[config.mk]
export PLATFORM = sky130hd
export DESIGN_NAME = multi_lamp_blink_controller_core
export DESIGN_NICKNAME = d
export VERILOG_FILES = /design/src/hdl/mlbc_pkg.sv /design/src/hdl/mlbc_set_check.sv /design/src/hdl/mlbc_lamp_bank.sv /design/src/hdl/multi_lamp_blink_controller_core.sv
export VERILOG_INCLUDE_DIRS = /design/src /design/src/hdl
export SDC_FILE = /design/constraint.sdc
export NUM_CORES = 1
export LEC_CHECK = 0
export BUFFER_PORTS_ARGS = -buffer_cell sky130_fd_sc_hd__buf_2
export CAP_MARGIN = 0
export CORE_UTILIZATION = 45
export CTS_CLUSTER_DIAMETER = 200
export CTS_CLUSTER_SIZE = 24
export DETAILED_ROUTE_END_ITERATION = 16
export GPL_ROUTABILITY_DRIVEN = 1
export PLACE_DENSITY = 0.71
export RECOVER_POWER = 25
export SKIP_LAST_GASP = 1
export SLEW_MARGIN = 20
export SYNTH_ARGS = -nofsm -noshare
export SYNTH_HDL_FRONTEND = slang
export SYNTH_SLANG_ARGS = --single-unit
[constraint.sdc]
create_clock -name clk_i -period 8.9 [get_ports clk_i]
set_clock_uncertainty 0.15 [all_clocks]
set_input_delay 0.89 -clock clk_i [delete_from_list [all_inputs] [get_ports clk_i]]
set_output_delay 0.89 -clock clk_i [all_outputs]
set_load 0.01 [all_outputs]
[src/hdl/multi_lamp_blink_controller_core_macros.svh]
// ----------------------------------------------------------------------------
// Assertion macros for the lamp blink controller
// Shared property wrappers, clocked on clk_i and disabled in reset.
// ----------------------------------------------------------------------------
`ifndef MULTI_LAMP_BLINK_CONTROLLER_CORE_MACROS_SVH
`define MULTI_LAMP_BLINK_CONTROLLER_CORE_MACROS_SVH

// Same-cycle implication
`define MLBC_ASSERT_IMPL(lbl, ante, cons) \
  lbl: assert property (@(posedge clk_i) disable iff (!rst_ni) (ante) |-> (cons)) \
    else $error("mlbc: same-cycle check failed");

// Next-cycle implication
`define MLBC_ASSERT_NEXT(lbl, ante, cons) \
  lbl: assert property (@(posedge clk_i) disable iff (!rst_ni) (ante) |=> (cons)) \
    else $error("mlbc: next-cycle check failed");

`endif

[src/hdl/mlbc_pkg.sv]
// ----------------------------------------------------------------------------
// mlbc_pkg
// Types and constants of the lamp blink controller.
// ----------------------------------------------------------------------------
package mlbc_pkg;

  localparam int MaxGroupsDefault = 8;
  localparam int LampsPerGroup    = 3;
  localparam int LevelW           = 24;
  localparam int GroupW           = 4;
  localparam int LampIdxW         = 2;
  localparam int ModeCodeW        = 3;
  localparam int StatusW          = 3;
  localparam int DivW             = 8;
  localparam int CfgIdxW          = 2;
  localparam int CfgDataW         = 8;
  // lamp select: group*3 + lamp, up to 15*3+3
  localparam int SelW             = 6;

  localparam logic [GroupW-1:0] GroupCountReset = 4'd8;
  localparam logic [DivW-1:0]   DivisorReset    = 8'd4;

  typedef enum logic [CfgIdxW-1:0] {
    CFG_GROUP_COUNT  = 2'd0,
    CFG_SLOW_DIVISOR = 2'd1,
    CFG_SPARE_2      = 2'd2,
    CFG_SPARE_3      = 2'd3
  } cfg_reg_e;

  typedef enum logic [1:0] {
    MODE_OFF  = 2'd0,
    MODE_ON   = 2'd1,
    MODE_SLOW = 2'd2,
    MODE_FAST = 2'd3
  } lamp_mode_e;

  typedef enum logic [StatusW-1:0] {
    ST_OK        = 3'd0,
    ST_NO_GROUPS = 3'd1,
    ST_BAD_GROUP = 3'd2,
    ST_BAD_LAMP  = 3'd3,
    ST_BAD_MODE  = 3'd4
  } status_e;

  // Lamp write command from the checker to the lamp bank
  typedef struct packed {
    logic            ok;
    lamp_mode_e      mode;
    logic [SelW-1:0] sel;
  } set_cmd_t;

endpackage

[src/hdl/mlbc_set_check.sv]
// ----------------------------------------------------------------------------
// mlbc_set_check
// Validates a set word and forms the lamp write command.
// ----------------------------------------------------------------------------
module mlbc_set_check (
  input  logic [mlbc_pkg::GroupW-1:0]    groups_in_use_i,
  input  logic [mlbc_pkg::GroupW-1:0]    group_index_i,
  input  logic [mlbc_pkg::LampIdxW-1:0]  lamp_index_i,
  input  logic [mlbc_pkg::ModeCodeW-1:0] mode_code_i,
  output mlbc_pkg::status_e              status_o,
  output mlbc_pkg::set_cmd_t             cmd_o
);
  import mlbc_pkg::*;

  // Checks in priority order
  always_comb begin
    priority if (groups_in_use_i == '0) begin
      status_o = ST_NO_GROUPS;
    end else if (group_index_i >= groups_in_use_i) begin
      status_o = ST_BAD_GROUP;
    end else if (lamp_index_i == 2'd3) begin
      status_o = ST_BAD_LAMP;
    end else if (mode_code_i[2]) begin
      status_o = ST_BAD_MODE;
    end else begin
      status_o = ST_OK;
    end
  end

  // Flat lamp number: group*3 + lamp
  always_comb begin
    cmd_o.ok   = (status_o == ST_OK);
    cmd_o.mode = lamp_mode_e'(mode_code_i[1:0]);
    cmd_o.sel  = ({2'b00, group_index_i} << 1) + {2'b00, group_index_i}
                 + {{(SelW-LampIdxW){1'b0}}, lamp_index_i};
  end

endmodule

[src/hdl/mlbc_lamp_bank.sv]
// ----------------------------------------------------------------------------
// mlbc_lamp_bank
// Lamp mode/phase registers, slow prescaler and lit-level decode.
// ----------------------------------------------------------------------------
module mlbc_lamp_bank #(
  parameter int MAX_GROUPS = mlbc_pkg::MaxGroupsDefault
) (
  input  logic                         clk_i,
  input  logic                         rst_ni,
  input  logic                         tick_i,
  input  logic                         set_i,
  input  mlbc_pkg::set_cmd_t           cmd_i,
  input  logic [mlbc_pkg::GroupW-1:0]  groups_in_use_i,
  input  logic [mlbc_pkg::DivW-1:0]    slow_divisor_i,
  output logic [mlbc_pkg::LevelW-1:0]  levels_d_o
);
  import mlbc_pkg::*;

  localparam int LampTotal = MAX_GROUPS * LampsPerGroup;

  lamp_mode_e        mode_q  [LampTotal];
  lamp_mode_e        mode_d  [LampTotal];
  logic              phase_q [LampTotal];
  logic              phase_d [LampTotal];
  logic [DivW-1:0]   presc_q, presc_d;
  logic [DivW-1:0]   div_eff;
  logic [DivW:0]     presc_inc;

  // Prescaler: divisor zero acts as one
  always_comb begin
    div_eff   = (slow_divisor_i == '0) ? {{(DivW-1){1'b0}}, 1'b1} : slow_divisor_i;
    presc_inc = {1'b0, presc_q} + {{DivW{1'b0}}, 1'b1};
    presc_d   = presc_q;
    if (tick_i) begin
      presc_d = (presc_inc >= {1'b0, div_eff}) ? '0 : presc_inc[DivW-1:0];
    end
  end

  // Per-lamp next state; unused groups hold on a tick
  always_comb begin
    for (int k = 0; k < LampTotal; k++) begin
      mode_d[k]  = mode_q[k];
      phase_d[k] = phase_q[k];
      if (tick_i && ((k / LampsPerGroup) < int'(groups_in_use_i))) begin
        if (mode_q[k] == MODE_FAST) begin
          phase_d[k] = ~phase_q[k];
        end else if (mode_q[k] == MODE_SLOW && presc_d == '0) begin
          phase_d[k] = ~phase_q[k];
        end
      end
      if (set_i && cmd_i.ok && (cmd_i.sel == SelW'(k))) begin
        mode_d[k]  = cmd_i.mode;
        phase_d[k] = (cmd_i.mode == MODE_SLOW) || (cmd_i.mode == MODE_FAST);
      end
    end
  end

  always_ff @(posedge clk_i or negedge rst_ni) begin
    if (!rst_ni) begin
      presc_q <= '0;
      for (int k = 0; k < LampTotal; k++) begin
        mode_q[k]  <= MODE_OFF;
        phase_q[k] <= 1'b0;
      end
    end else begin
      presc_q <= presc_d;
      for (int k = 0; k < LampTotal; k++) begin
        mode_q[k]  <= mode_d[k];
        phase_q[k] <= phase_d[k];
      end
    end
  end

  // Lit levels after this word's update, masked to groups in use
  for (genvar k = 0; k < LevelW; k++) begin : g_level
    if (k < LampTotal) begin : g_lamp
      assign levels_d_o[k] = ((k / LampsPerGroup) < int'(groups_in_use_i)) &&
                             ((mode_d[k] == MODE_ON) ||
                              (((mode_d[k] == MODE_SLOW) || (mode_d[k] == MODE_FAST))
                               && phase_d[k]));
    end else begin : g_none
      assign levels_d_o[k] = 1'b0;
    end
  end

endmodule

[src/hdl/multi_lamp_blink_controller_core.sv]
// ----------------------------------------------------------------------------
// multi_lamp_blink_controller_core
// Tick/set word in, status plus all lamp levels out, one result per word.
//
//   channel | handshake               | payload
//   --------+-------------------------+-------------------------------------
//   in      | in_valid_i / in_ready_o | func, group_index, lamp_index, mode
//   out     | out_valid_o/out_ready_i | status, lamp_levels
//   cfg     | cfg_valid_i/cfg_ready_o | cfg_index_i, cfg_data_i
//
// A word is held in the input register, then the lamp update and result are
// registered together; one word per cycle while the result is not stalled.
// Lamp state is written on the same edge as the result, so words can follow
// back to back. A stalled result holds both registers; the input side
// accepts again once the result register frees. Reset clears all lamps.
// ----------------------------------------------------------------------------
module multi_lamp_blink_controller_core #(
  parameter int MAX_GROUPS = mlbc_pkg::MaxGroupsDefault
) (
  input  logic                            clk_i,
  input  logic                            rst_ni,
  input  logic                            in_valid_i,
  output logic                            in_ready_o,
  input  logic                            func_i,
  input  logic [mlbc_pkg::GroupW-1:0]     group_index_i,
  input  logic [mlbc_pkg::LampIdxW-1:0]   lamp_index_i,
  input  logic [mlbc_pkg::ModeCodeW-1:0]  mode_code_i,
  output logic                            out_valid_o,
  input  logic                            out_ready_i,
  output logic [mlbc_pkg::StatusW-1:0]    status_o,
  output logic [mlbc_pkg::LevelW-1:0]     lamp_levels_o,
  input  logic                            cfg_valid_i,
  output logic                            cfg_ready_o,
  input  logic [mlbc_pkg::CfgIdxW-1:0]    cfg_index_i,
  input  logic [mlbc_pkg::CfgDataW-1:0]   cfg_data_i
);
  import mlbc_pkg::*;

  `include "multi_lamp_blink_controller_core_macros.svh"

  logic [GroupW-1:0]    group_count_q;
  logic [DivW-1:0]      slow_divisor_q;
  logic [GroupW-1:0]    groups_in_use;

  logic                 in_valid_q;
  logic                 func_q;
  logic [GroupW-1:0]    group_q;
  logic [LampIdxW-1:0]  lamp_q;
  logic [ModeCodeW-1:0] mode_q;

  logic                 out_valid_q;
  status_e              status_q;
  logic [LevelW-1:0]    levels_q;

  logic                 advance;
  status_e              chk_status;
  set_cmd_t             set_cmd;
  logic [LevelW-1:0]    levels_d;

  // Configuration registers, always ready
  assign cfg_ready_o = 1'b1;

  always_ff @(posedge clk_i or negedge rst_ni) begin
    if (!rst_ni) begin
      group_count_q  <= GroupCountReset;
      slow_divisor_q <= DivisorReset;
    end else if (cfg_valid_i) begin
      unique case (cfg_reg_e'(cfg_index_i))
        CFG_GROUP_COUNT:  group_count_q  <= cfg_data_i[GroupW-1:0];
        CFG_SLOW_DIVISOR: slow_divisor_q <= cfg_data_i[DivW-1:0];
        default: ;
      endcase
    end
  end

  // Group count clamped to the built size
  assign groups_in_use = (int'(group_count_q) < MAX_GROUPS) ? group_count_q
                                                            : GroupW'(MAX_GROUPS);

  // Pipeline control
  assign advance    = in_valid_q && (!out_valid_q || out_ready_i);
  assign in_ready_o = !in_valid_q || advance;

  // Input register
  always_ff @(posedge clk_i or negedge rst_ni) begin
    if (!rst_ni) begin
      in_valid_q <= 1'b0;
    end else if (in_ready_o) begin
      in_valid_q <= in_valid_i;
    end
  end

  always_ff @(posedge clk_i) begin
    if (in_ready_o && in_valid_i) begin
      func_q  <= func_i;
      group_q <= group_index_i;
      lamp_q  <= lamp_index_i;
      mode_q  <= mode_code_i;
    end
  end

  mlbc_set_check u_check (
    .groups_in_use_i (groups_in_use),
    .group_index_i   (group_q),
    .lamp_index_i    (lamp_q),
    .mode_code_i     (mode_q),
    .status_o        (chk_status),
    .cmd_o           (set_cmd)
  );

  mlbc_lamp_bank #(
    .MAX_GROUPS (MAX_GROUPS)
  ) u_bank (
    .clk_i           (clk_i),
    .rst_ni          (rst_ni),
    .tick_i          (advance && !func_q),
    .set_i           (advance && func_q),
    .cmd_i           (set_cmd),
    .groups_in_use_i (groups_in_use),
    .slow_divisor_i  (slow_divisor_q),
    .levels_d_o      (levels_d)
  );

  // Result register
  always_ff @(posedge clk_i or negedge rst_ni) begin
    if (!rst_ni) begin
      out_valid_q <= 1'b0;
    end else if (advance) begin
      out_valid_q <= 1'b1;
    end else if (out_ready_i) begin
      out_valid_q <= 1'b0;
    end
  end

  always_ff @(posedge clk_i) begin
    if (advance) begin
      status_q <= func_q ? chk_status : ST_OK;
      levels_q <= levels_d;
    end
  end

  assign out_valid_o   = out_valid_q;
  assign status_o      = status_q;
  assign lamp_levels_o = levels_q;

  // Checks
  `MLBC_ASSERT_NEXT(a_tick_ok, advance && !func_q, status_q == ST_OK)
  `MLBC_ASSERT_IMPL(a_stall_cause, !in_ready_o, in_valid_q && out_valid_q && !out_ready_i)
  `MLBC_ASSERT_NEXT(a_hold_word, in_valid_q && out_valid_q && !out_ready_i, in_valid_q)

endmodule

# Word-level counts from Yosys, hierarchy flattened
# Cells that the tools add are included.
[word_totals] register_bits=131 word_cells=546
[op_classes] addsub=3 magnitude_cmp=11 eq_ne=147 muxes=130 n_bitwise=24 reduce_logical=172
[ops] cell="$eq 2x2->1 const B" count=99
[ops] cell="$logic_and 1x1->1" count=109
[ops] cell="$mux 1" count=98
[ops] cell="$logic_or 1x1->1" count=51
[ops] cell="$eq 2x1->1 const B" count=25
[ops] cell="$eq 6x4->1 const B" count=8
[ops] cell="$eq 6x5->1 const B" count=8
[ops] cell="$mux 2" count=24
[ops] cell="$eq 6x3->1 const B" count=4
[ops] cell="$mux 8" count=3
[ops] cell="$not 1->1" count=24
[ops] cell="$logic_not 8->1" count=2
[ops] cell="$lt 3x4->1 const A" count=4
[ops] cell="$eq 6x2->1 const B" count=2
[ops] cell="$mux 3" count=4
[ops] cell="$add 8x1->9 const B" count=1
[ops] cell="$ge 9x8->1" count=1
[ops] cell="$lt 1x4->1 const A" count=2
[ops] cell="$lt 2x4->1 const A" count=2
[ops] cell="$add 5x4->6" count=1
[ops] cell="$add 6x2->6" count=1
[ops] cell="$eq 6x1->1 const B" count=1
[ops] cell="$logic_not 6->1" count=1
[ops] cell="$ge 4x4->1" count=1
[ops] cell="8 further kinds" count=11

# Logic depth before layout (Yosys ltp)
[logic_depth] ltp_word=14 mapped_depth=15 mapped_depth_nobuf=12

# Cells and area by module
# Synthesis repeated with hierarchy kept, for this count alone.
[unflattened] hier_cells=748 hier_area_um2=7327.0
[modules_own_cells] module="mlbc_lamp_bank" instances=1 cells_each=623 area_each_um2=5201.2 seq_area_each_um2=2001.9
[modules_own_cells] module="multi_lamp_blink_controller_core" instances=1 cells_each=82 area_each_um2=1740.4 seq_area_each_um2=1463.9
[modules_own_cells] module="mlbc_set_check" instances=1 cells_each=43 area_each_um2=385.4 seq_area_each_um2=0.0

# Worst setup path before layout
# OpenSTA, ideal clock, no wires.
[synth_path] kind="register to register" start="register u_bank.presc_q[0]" end="register levels_q[18], in the netlist lamp_levels_o[18], data pin" setup_ns=0.258 arrival_time_ns=3.275 t_required_ns=8.492 slack_ns=5.217 stages_incl_launch_ff=15 synth_period_minus_slack_ns=3.683 cell_sequence="dfrtp_1 ha_1 and3_1 buf_2 and3_1 xor2_1 ha_1 a211oi_1 nand2_1 a2111oi_2 nand2_1 buf_2 o311a_1 xor2_1 o221a_1"
[synth_between] elab_chain_cells=13
[synth_rtl] element="from (decl)" line="mlbc_lamp_bank.sv:25" rtl="logic [DivW-1:0] presc_q, presc_d;"
[synth_rtl] element="from (signal assigned)" line="mlbc_lamp_bank.sv:66" rtl="presc_q <= presc_d;"
[synth_rtl] element="$add 8x1->9" line="mlbc_lamp_bank.sv:32" rtl="presc_inc = {1'b0, presc_q} + {{DivW{1'b0}}, 1'b1};"
[synth_rtl] element="$ge 9x8->1" line="mlbc_lamp_bank.sv:35" rtl="presc_d = (presc_inc >= {1'b0, div_eff}) ? '0 : presc_inc[DivW-1:0];"
[synth_rtl] element="$mux 8" line="mlbc_lamp_bank.sv:35"
[synth_rtl] element="$mux 8 (*)" line="mlbc_lamp_bank.sv:34" rtl="if (tick_i) begin"
[synth_rtl] element="$logic_not 8->1 (*)" line="mlbc_lamp_bank.sv:47" rtl="end else if (mode_q[k] == MODE_SLOW && presc_d == '0) begin"
[synth_rtl] element="$logic_and 1x1->1 (*)" line="mlbc_lamp_bank.sv:47"
[synth_rtl] element="$mux 1 (*)" line="mlbc_lamp_bank.sv:47"
[synth_rtl] element="$mux 1 (*)" line="mlbc_lamp_bank.sv:45" rtl="if (mode_q[k] == MODE_FAST) begin"
[synth_rtl] element="$mux 1 (*)" line="mlbc_lamp_bank.sv:44" rtl="if (tick_i && ((k / LampsPerGroup) < int'(groups_in_use_i))) begin"
[synth_rtl] element="$mux 1 (*)" line="mlbc_lamp_bank.sv:51" rtl="if (set_i && cmd_i.ok && (cmd_i.sel == SelW'(k))) begin"
[synth_rtl] element="$logic_and 1x1->1 (*)" line="mlbc_lamp_bank.sv:80" rtl="&& phase_d[k]));"
[synth_rtl] element="$logic_or 1x1->1 (*)" line="mlbc_lamp_bank.sv:78" rtl="((mode_d[k] == MODE_ON) ||"
[synth_rtl] element="$logic_and 1x1->1 (*)" line="mlbc_lamp_bank.sv:77" rtl="assign levels_d_o[k] = ((k / LampsPerGroup) < int'(groups_in_use_i)) &&"
[synth_rtl] element="named net levels_d[18]" line="multi_lamp_blink_controller_core.sv:58" rtl="logic [LevelW-1:0] levels_d;"
[synth_rtl] element="to (signal assigned)" line="multi_lamp_blink_controller_core.sv:138" rtl="levels_q <= levels_d;"
[synth_rtl] element="to (decl)" line="multi_lamp_blink_controller_core.sv:53" rtl="logic [LevelW-1:0] levels_q;"
# Mark *: on every way through the listed nets, which the timed path passes. The rest lies on a longest branch.
# A chain may end at the register's enable or synchronous reset.

==> run_results.csv <==
group,metric,value,unit
yosys,synthCells,666,
yosys,yosys.area_share.simple,14.1,%
die,core,0.0158,mm²
place,gp_congestion,0.870,
setup_path,critPathKind,"primary input to asynchronous set/reset pin",
drt,post-route-drc-count,0,
setup_path,cpLargestDelayFamily,"buffers and inverters",
yosys,synth_largest_area_cell,"dfrtp_1",
power_and_ir_drop,leakagePower,0.00356,µW
setup_path,required,8.61,ns
drt,wirelength,18.3,mm
setup_path,max_stage_delay,2.22,ns
yosys,synth_seq_cells,131,
sta,max_freq,0.201,GHz
worst_hold_path,min_path_type,"register to register",
yosys,synth-async-reset-ratio,71.8,%
drt,first_iter_violations,539,
die,fp.dieW,129,µm
drt,drt-pass1-iter-count,5,
grt,antenna_found_initial,0,
drt,ant_nets,0,
yosys,synth.area.mux_share,8.66,%
yosys,yosys.cell_count.top_type,"dfrtp_1",
yosys,synth_area_leaders,"dfrtp_1, edfxtp_1, mux2_2, ha_1, xnor2_1",
grt,grt_max_degree,56,
die,rows,46,
grt,grt_pass1_vias,5735,
power_and_ir_drop,pwr_density_cell,226,mW/mm²
sta,post-route-min-period,4.99,ns
sta,maxSlewHeadroom,-100,%
final_layout,syn2layout_area_growth,13.3,%
grt,grt_first_pass_wirelength,29.2,mm
drt,vias,5717,
yosys,syn_area,0.00729,mm²
clocking,h-tree-depth,4,
die,die_h,129,µm
sta,hold_violations,0,
clocking,cts-root-buf,"clkbuf_16",
sta,setup_viol,0,
yosys,syn_area_per_cell,10.9,µm²
clocking,cts_setup_buffers,0,
clocking,clock_latency,0.43,ns
final_layout,antennaDiodeCount,0,
setup_path,path_max_fanout,55,
clocking,clkTransAtPathRegs,0.06,ns
yosys,synth-adder-area-share,3.98,%
sta,rsz0062_at_grt,"no",
sta,fin_crit_sh,56.0,%
clocking,ctsHoldBuffers,0,
die,io_pins,55,
sta,drv_slew,97,
yosys,synth.distinct_cells,75,
drt,viasPerCell,6.08,
die,die-area,0.0167,mm²
yosys,synth_nets,713,
outcome,violations,"max-capacitance violations, max-slew violations",
clocking,cts_made_buffers,17,
flow_run,drv_cap,2,
power_and_ir_drop,p_total,1860,µW
drt,wl_per_cell,19.5,µm
setup_path,crit_top_cell,"clkbuf_1",
yosys,synth-xor-area-share,5.77,%
clocking,clock-sinks,131,
sta,fin_tns_setup,0,ns
place,portBuffers,53,
place,dpl.hpwl,12.4,mm
power_and_ir_drop,irDropWorstVdd,0.136,mV
clocking,cts_buffer_depth,2,
setup_path,endpoint_kind,"asynchronous set/reset pin",
yosys,yosys-top-cells-count,"dfrtp_1, nand2_1, nor2_1",
setup_path,critPathBufInv,2,
setup_path,arrival,4.70,ns
yosys,synth_top_family_by_area,"compound AO/OA/AOI/OAI gates",
yosys,synth_edf_count,37,
clocking,ctsResizeCount,0,
die,initial_core_util,46.0,%
final_layout,nNetsFinal,758,
yosys,synth_top_area_share,31.6,%
clocking,cts_tree,"done",
setup_path,crit_chain,"clkbuf_1, clkbuf_1",
sta,worst_slew_pin_slew,3.00,ns
grt,grt-ovfl-total,0,
setup_path,startpoint_type,"primary input",
yosys,synth_ff_type,"dfrtp_1",
grt,grt_usage,22.9,%
final_layout,layout-drive-gt1-share,20.4,%
outcome,status,"complete, but fails checks",
yosys,synth_compound_area_share,16.5,%
yosys,seq_area_frac_synth,47.6,%
yosys,ys_warn_count,0,
setup_path,crit_path_top_delay_cell,"clkbuf_1",
-- power breakdown --
group | internal (µW) | leakage [µW] | total (µW) | switching [µW]
sequential | 713 | 0.00160 | 793 | 79.1
clock | 361 | 0.000259 | 617 | 256
combinational | 176 | 0.00169 | 454 | 278
-- layer usage --
layer / wire (µm) / up-vias / share of wire, % / global-route usage, %
li1: - / 2585 / - / -
met1: 7720 / 2856 / 42 / 28.3
met2: 9000 / 228 / 49 / 37.8
met3: 1050 / 48 / 5.7 / 4.29
met4: 533 / 0 / 2.9 / 12.8
met5: 0 / - / 0 / 0
-- metrics by stage --
step | utilization (%) | setup WS, ns | hold WS (ns) | area (µm²) | std cells
2_1_floorplan | - | 5.22 | 0.326 | 7290 | 666
3_3_place_gp | 48.9 | 5.02 | 0.340 | 7740 | 908
3_5_place_dp | 48.9 | 4.85 | 0.352 | 7740 | 908
4_1_cts | 52.2 | 4.84 | 0.310 | 8260 | 940
5_1_grt | 52.1 | 2.94 | 0.378 | 8250 | 940
6_report | 52.1 | 3.91 | 0.364 | 8250 | 940
-- final timing paths --
check	cells past startpoint	startpoint	end	slack, ns
max	2	rst_ni	u_bank.mode_q[39]$_DFF_PN0_	3.91
min	1	slow_divisor_q[0]$_DFFE_PN0P_	slow_divisor_q[0]$_DFFE_PN0P_	0.36
max reg2reg	13	u_bank.presc_q[0]$_DFF_PN0_	lamp_levels_o[18]$_DFFE_PP_	4.84
min reg2reg	1	slow_divisor_q[0]$_DFFE_PN0P_	slow_divisor_q[0]$_DFFE_PN0P_	0.36
max in group clk_i	13	u_bank.presc_q[0]$_DFF_PN0_	lamp_levels_o[18]$_DFFE_PP_	4.84
min in group asynchronous	1	rst_ni	u_bank.phase_q[21]$_DFF_PN0_	0.96
-- logic make-up (layout without fill, tap and decap cells) --
logic type	Yosys count	in the layout
AND/OR/NAND/NOR	200	200
other	1	1
AO/OA/AOI/OAI	152	152
multiplexers	56	56
buffers and inverters	56	114
XOR/XNOR	48	48
adder cells (fa/ha/maj)	22	22
flip-flops	131	131
-- sequential cells by signal, indices dropped and copies added (netlist names) --
| signal | flops |
|---|---|
| u_bank.presc_q | 8 |
| out_valid_o | 1 |
| status_o | 3 |
| u_bank.phase_q | 24 |
| func_q | 1 |
| lamp_levels_o | 24 |
| group_q | 4 |
| lamp_q | 2 |
| in_valid_q | 1 |
| slow_divisor_q | 8 |
| mode_q | 3 |
| group_count_q | 4 |
| u_bank.mode_q | 48 |
-- area by class of cell --
cell class	count	area (µm²)
Clock inverter	9	57.6
Timing Repair Buffer	62	328
Sequential cell	131	3470
Inverter	20	75.1
Multi-Input combinational cell	479	3600
Fill cell	1342	7580
Tap cell	216	270
Clock buffer	23	458
-- layout by cell type, fill, tap and decap left out, types with 7 or more instances in the layout --
cell type  synthesis  routed
and3_1             8       8
a311oi_1          10      10
o31ai_1            7       7
o311a_1           15      15
clkbuf_1          25       7
a21oi_1           19      19
o21ai_0           18      18
nor2_1            48      48
a31oi_1           12      12
buf_2              6      52
nand4_1            8       8
dfrtp_1           92      92
nor2b_1            7       7
nand2_1           53      53
xor2_1            21      21
clkbuf_16          0      17
a22o_1             7       7
nor3_1            12      12
mux2_2            37      37
inv_1             20      20
xnor2_1           27      27
o31a_1             7       7
buf_4              4       8
edfxtp_1          37      37
mux2_1            11      11
ha_1              20      20
nand3_1           22      22
Note: power is estimated with default switching activity, not from simulation.
